$ cat src/design/wsss_ram.sv
// Generic single-port-write, single-port-read RAM with registered read data.
module wsss_ram #(
    parameter int WIDTH = 32,
    parameter int DEPTH = 128
) (
    input  logic                     i_clk,
    input  logic                     i_we,
    input  logic [$clog2(DEPTH)-1:0] i_waddr,
    input  logic [WIDTH-1:0]         i_wdata,
    input  logic [$clog2(DEPTH)-1:0] i_raddr,
    output logic [WIDTH-1:0]         o_rdata
);
    logic [WIDTH-1:0] r_mem [DEPTH];

    always_ff @(posedge i_clk) begin
        if (i_we) begin
            r_mem[i_waddr] <= i_wdata;
        end
        o_rdata <= r_mem[i_raddr];
    end
endmodule

$ cat config.mk
export PLATFORM = sky130hd
export DESIGN_NAME = wsss_ram
export DESIGN_NICKNAME = d
export VERILOG_FILES = /design/src/design/wsss_ram.sv
export SDC_FILE = /design/constraint.sdc
export NUM_CORES = 2
export LEC_CHECK = 0
export BUFFER_PORTS_ARGS = -buffer_cell sky130_fd_sc_hd__clkbuf_2
export CAP_MARGIN = 20
export CORE_MARGIN = 2
export CORE_UTILIZATION = 63
export CTS_CLUSTER_SIZE = 10
export DETAILED_ROUTE_END_ITERATION = 6
export GPL_TIMING_DRIVEN = 0
export PLACE_DENSITY_LB_ADDON = 0.3
export SYNTH_ARGS = -nofsm -noshare
export SYNTH_HDL_FRONTEND = slang
export SYNTH_SLANG_ARGS = --single-unit
$ cat constraint.sdc
create_clock -name i_clk -period 4.7 [get_ports i_clk]
set_input_delay 0.47 -clock i_clk [delete_from_list [all_inputs] [get_ports i_clk]]
set_output_delay 0.47 -clock i_clk [all_outputs]
set_load 0.02 [all_outputs]
# [Word level (Yosys, flattened, before mapping)]
# Memory sizes are Yosys's and may differ from the RTL's. A register that Yosys moved wholly into a read port is not among the register bits.
# Cells that the tools add are included.
[classes] n_eq_ne=0 addsub=0 div_mod_pow=0 bitwise_logic=0 order_cmp=0 mux=2 shift=0 n_reduce_logical=0 mul=0
[op_table] operator="1-bit 2-to-1 mux" count=2
[word_totals] mem_bits_rw=4096 romBits=0 memories=1 ff_bits=0 latchBits=0 out_inout_bits=32 word_cells=3
[memory_table] name="r_mem" words=128 word_bits=32 read_ports=1 rd_ports_with_merged_regs=1 write_ports=1 line_no="13" source="logic [WIDTH-1:0] r_mem [DEPTH];"

# [Depth between registers and ports, before layout]
[logic_depth] word_depth=2 mapped_depth=8 mapped_depth_nobuf=4

# [Worst setup path before layout]
# No wires, ideal clock.
[synth_timing] path_kind="in2reg" start="in i_we" end="mem r_mem[98][0], enable pin" t_required_ns=4.239 setup_ns=0.461 arrival_ns=3.248 cell_stages=3 path_slack_ns=0.991 path_cell_list="clkbuf_1 nand4_1 nor3_1"
[synth_between] elab_chain_cells=2
[synth_lines] element="from (decl)" line_no="7" source="input logic i_we,"
[synth_lines] element="1-bit 2-to-1 mux" line_no="16" source="if (i_we) begin"
[synth_lines] element="1-bit 2-to-1 mux (implied by the code)" line_no="17" source="r_mem[i_waddr] <= i_wdata;"
[synth_lines] element="to (decl)" line_no="13"
# No other way between the ends.

==> results.txt <==
----------------------------------------------------
[Timing]
  Final-report setup violation count ... 0
  Final worst path period need ... 4.12 ns
  Max transition margin ... 0.0965
  Tightest Pin Transition ... 1.36 ns
  Post-Route Skew ... 0.0471 ns
  Worst slack on hold paths ... 0.0697 ns
  Setup repair after global routing missed its margin ... no
  Peak clock frequency supported by timing ... 243 MHz
  Count of pins over their slew limit ... 0
  Final Hold Violating Endpoints ... 0
  Post-route clock period utilization ... 0.877

[Global route]
  Global-route total usage across every layer ... 0.376
  Global-route wire length before repair ... 639 mm
  Grt total ovfl ... 0
  Vias in the first global route ... 78100
  Number of antenna violations at the first check in global routing ... 83
  Maximum number of pins on one net before global-route repair ... 129

[Run status]
  Run status ... completed

[Setup path]
  Crit-path max FO ... 10
  Critical path capture point type ... register
  Setup CP Type ... in -> reg
  Reg2Reg Launch Point ... r_mem[64][23]$_DFFE_PP_
  Worst setup SP type ... input port
  Worst-case reg-to-reg path depth ... 4
  Reg2Reg Setup Slack ... 1.73 ns
  Required time at the worst-slack endpoint ... 5.57 ns
  Capture instance of the worst register-to-register path ... o_rdata[23]$_DFF_P_
  Crit path arrival time ... 4.99 ns

[Die]
  Ports placed on the boundary ... 80
  Chip Width ... 502 µm
  Die height ... 502 µm
  Initial core utilization ... 0.634
  Die Footprint ... 0.252 mm²
  Core area ... 0.246 mm²
  # rows ... 182

[Synthesis]
  Predominant post-synthesis flop cell ... sky130_fd_sc_hd__edfxtp_1
  Share of synthesized flip-flops with an asynchronous set or reset ... 0
  Top cells by instance count after synthesis ... sky130_fd_sc_hd__edfxtp_1, sky130_fd_sc_hd__mux4_2, sky130_fd_sc_hd__clkbuf_1
  Ys Warns ... 0
  Gate count after technology mapping ... 5990
  Part of the Yosys area used for sequential elements ... 0.791
  Cell accounting for the most synthesized area ... sky130_fd_sc_hd__edfxtp_1
  Syn Std Cell Area ... 0.156 mm²
  Post-synth top area share ... 0.787
  Ranking of synthesized cells by area ... sky130_fd_sc_hd__edfxtp_1, sky130_fd_sc_hd__mux4_2, sky130_fd_sc_hd__clkbuf_1
  Syn Nets ... 6038
  Count leader, synth ... sky130_fd_sc_hd__edfxtp_1
  Post-synth cell types ... 17
  Number of storage elements in the synthesis netlist ... 4128
  Post-synth EDFFs ... 4096
  Per-instance average area after synthesis ... 26.1 µm²

[Clock tree]
  Clock latency on the worst-skew pair ... 1.03 ns
  Num CTS Buffers ... 464
  Library cell used as clock root buffer ... sky130_fd_sc_hd__clkbuf_16
  Number of post-CTS setup repair buffers ... 0
  Total number of H-tree levels ... 5
  Clock transition at path regs ... 0.06 ns
  CTS Buffer Depth ... 4
  CTS tree ... yes
  Clk sinks ... 4128

[Routing]
  Antenna violation net count after detailed routing ... 0
  Remaining routing DRC violations ... 0
  Ratio of routed vias to standard cells ... 7.90
  Routed Wire Length ... 491 mm
  Initial DRT Pass Iterations ... 6
  Via count of the routed design ... 80600
  Routed length per instance ... 48.1 µm
  Violation count after the first detailed-routing iteration ... 15200

[Pwr]
  Overall power after layout ... 77.1 mW
  Pwr/cell area ... 432 mW/mm²
  P_leak ... 54.8 nW
  Peak VDD IR ... 0.359 mV

[Placement]
  Detailed-placement wirelength estimate ... 267 mm
  RePlAce Congestion ... 0.992
  Placed cell count ... 9565
  Number of buffers added on ports ... 68

[Worst hold path]
  Instance count along the most critical hold path ... 1
  Launch instance of the worst min-delay path ... i_wdata[31]
  Destination of the worst hold path ... r_mem[41][31]$_DFFE_PP_
  Type of the most critical hold path ... in -> reg

[Job]
  Max-cap violations ... 0

[Final layout]
  Final net count ... 6789
  Area added between synthesis and finish ... 14.3%
  Share of cells above drive strength 1 ... 0.348
  Non-filler instance count after layout ... 10200

----------------------------------------------------
## placed cells by master (no fill, tap or decap), types with 5 or more instances in the layout
cell                            count
sky130_fd_sc_hd__edfxtp_1        4096
sky130_fd_sc_hd__nand3_1           12
sky130_fd_sc_hd__clkbuf_2          60
sky130_fd_sc_hd__buf_2             79
sky130_fd_sc_hd__clkbuf_4          26
sky130_fd_sc_hd__clkbuf_16        470
sky130_fd_sc_hd__dlygate4sd3_1      5
sky130_fd_sc_hd__buf_12            84
sky130_fd_sc_hd__nand2_1           14
sky130_fd_sc_hd__nor3_2             9
sky130_fd_sc_hd__clkbuf_1         206
sky130_fd_sc_hd__clkbuf_8           6
sky130_fd_sc_hd__nor2b_1            7
sky130_fd_sc_hd__buf_1             50
sky130_fd_sc_hd__mux2_2            32
sky130_fd_sc_hd__buf_4              5
sky130_fd_sc_hd__inv_6              5
sky130_fd_sc_hd__dfxtp_1           32
sky130_fd_sc_hd__buf_6             35
sky130_fd_sc_hd__buf_16            75
sky130_fd_sc_hd__nor2_4           119
sky130_fd_sc_hd__diode_2           92
sky130_fd_sc_hd__mux4_2          1344
sky130_fd_sc_hd__buf_8             18
## per-stage QoR
stage	utilization	cell area (µm²)	setup WS, ns	setup TNS, ns
final	0.725	179000	0.579	0
after detailed placement	0.674	166000	-0.252	-3.03
after global routing	0.724	178000	0.614	0
after global placement	0.652	161000	-2.28	-1966.80
after CTS	0.723	178000	0.759	0
after floorplan	-	156000	0.991	0
## area by class of cell
class | instances | area [µm²]
diodes | 92 | 230
plain buffers | 316 | 1340
clock buffers | 518 | 11900
clock inverters | 9 | 96.3
fillers | 12500 | 67800
multi-input cells | 1546 | 32300
flip-flops and latches | 4128 | 124000
well taps | 3312 | 4140
repair buffers | 285 | 4910
## worst max-delay path: stages
cell and delay, ns:
sky130_fd_sc_hd__clkbuf_1 0.25, sky130_fd_sc_hd__buf_2 0.43, sky130_fd_sc_hd__clkbuf_2 0.74, sky130_fd_sc_hd__clkbuf_1 0.90, sky130_fd_sc_hd__mux4_2 0.47, sky130_fd_sc_hd__mux4_2 0.65
sky130_fd_sc_hd__mux4_2 0.66, sky130_fd_sc_hd__mux2_2 0.37
## layer usage
layer / track usage / share of wire
met1: 0.475 / 0.30
met2: 0.586 / 0.48
met3: 0.126 / 0.15
met4: 0.201 / 0.070
met5: 0.000386 / 0.00069
## state kept, by name, indices dropped and copies added (netlist names)
name and cells:
r_mem 4096, o_rdata 32
## timing repair
| action | 4_1_cts | 5_1_grt |
|---|---|---|
| hold buffers | 5 | 0 |
| gates resized for setup | 0 | 0 |
| endpoints found under the hold margin | 133 | 0 |
## worst max-delay path by stage
stage	from	endpoint	slack, ns	cells past startpoint
after floorplan	i_we	r_mem[98][0]$_DFFE_PP_	0.99	3
after global placement	i_waddr[4]	r_mem[86][15]$_DFFE_PP_	-2.28	4
after detailed placement	i_raddr[2]	o_rdata[20]$_DFF_P_	-0.25	8
after CTS	i_raddr[2]	o_rdata[17]$_DFF_P_	0.76	8
after global routing	i_raddr[2]	o_rdata[18]$_DFF_P_	0.61	8
final	i_raddr[2]	o_rdata[5]$_DFF_P_	0.58	8
## cells by family (layout without fill, tap and decap cells)
group | count (synthesis) | after routing | share of synthesized area
muxes | 1376 | 1376 | 0.196
other | 0 | 92 | 0
buffers and inverters | 316 | 1128 | 0.00839
and+or+nand+nor | 170 | 170 | 0.00446
DFF | 4128 | 4128 | 0.791
## where the power goes
part	internal [mW]	switching (mW)
clock	17.6	14.1
sequential	40.7	0.0799
combinational	1.59	3.02
total	59.8	17.2
No activity file was read; power rests on OpenSTA's default activity.
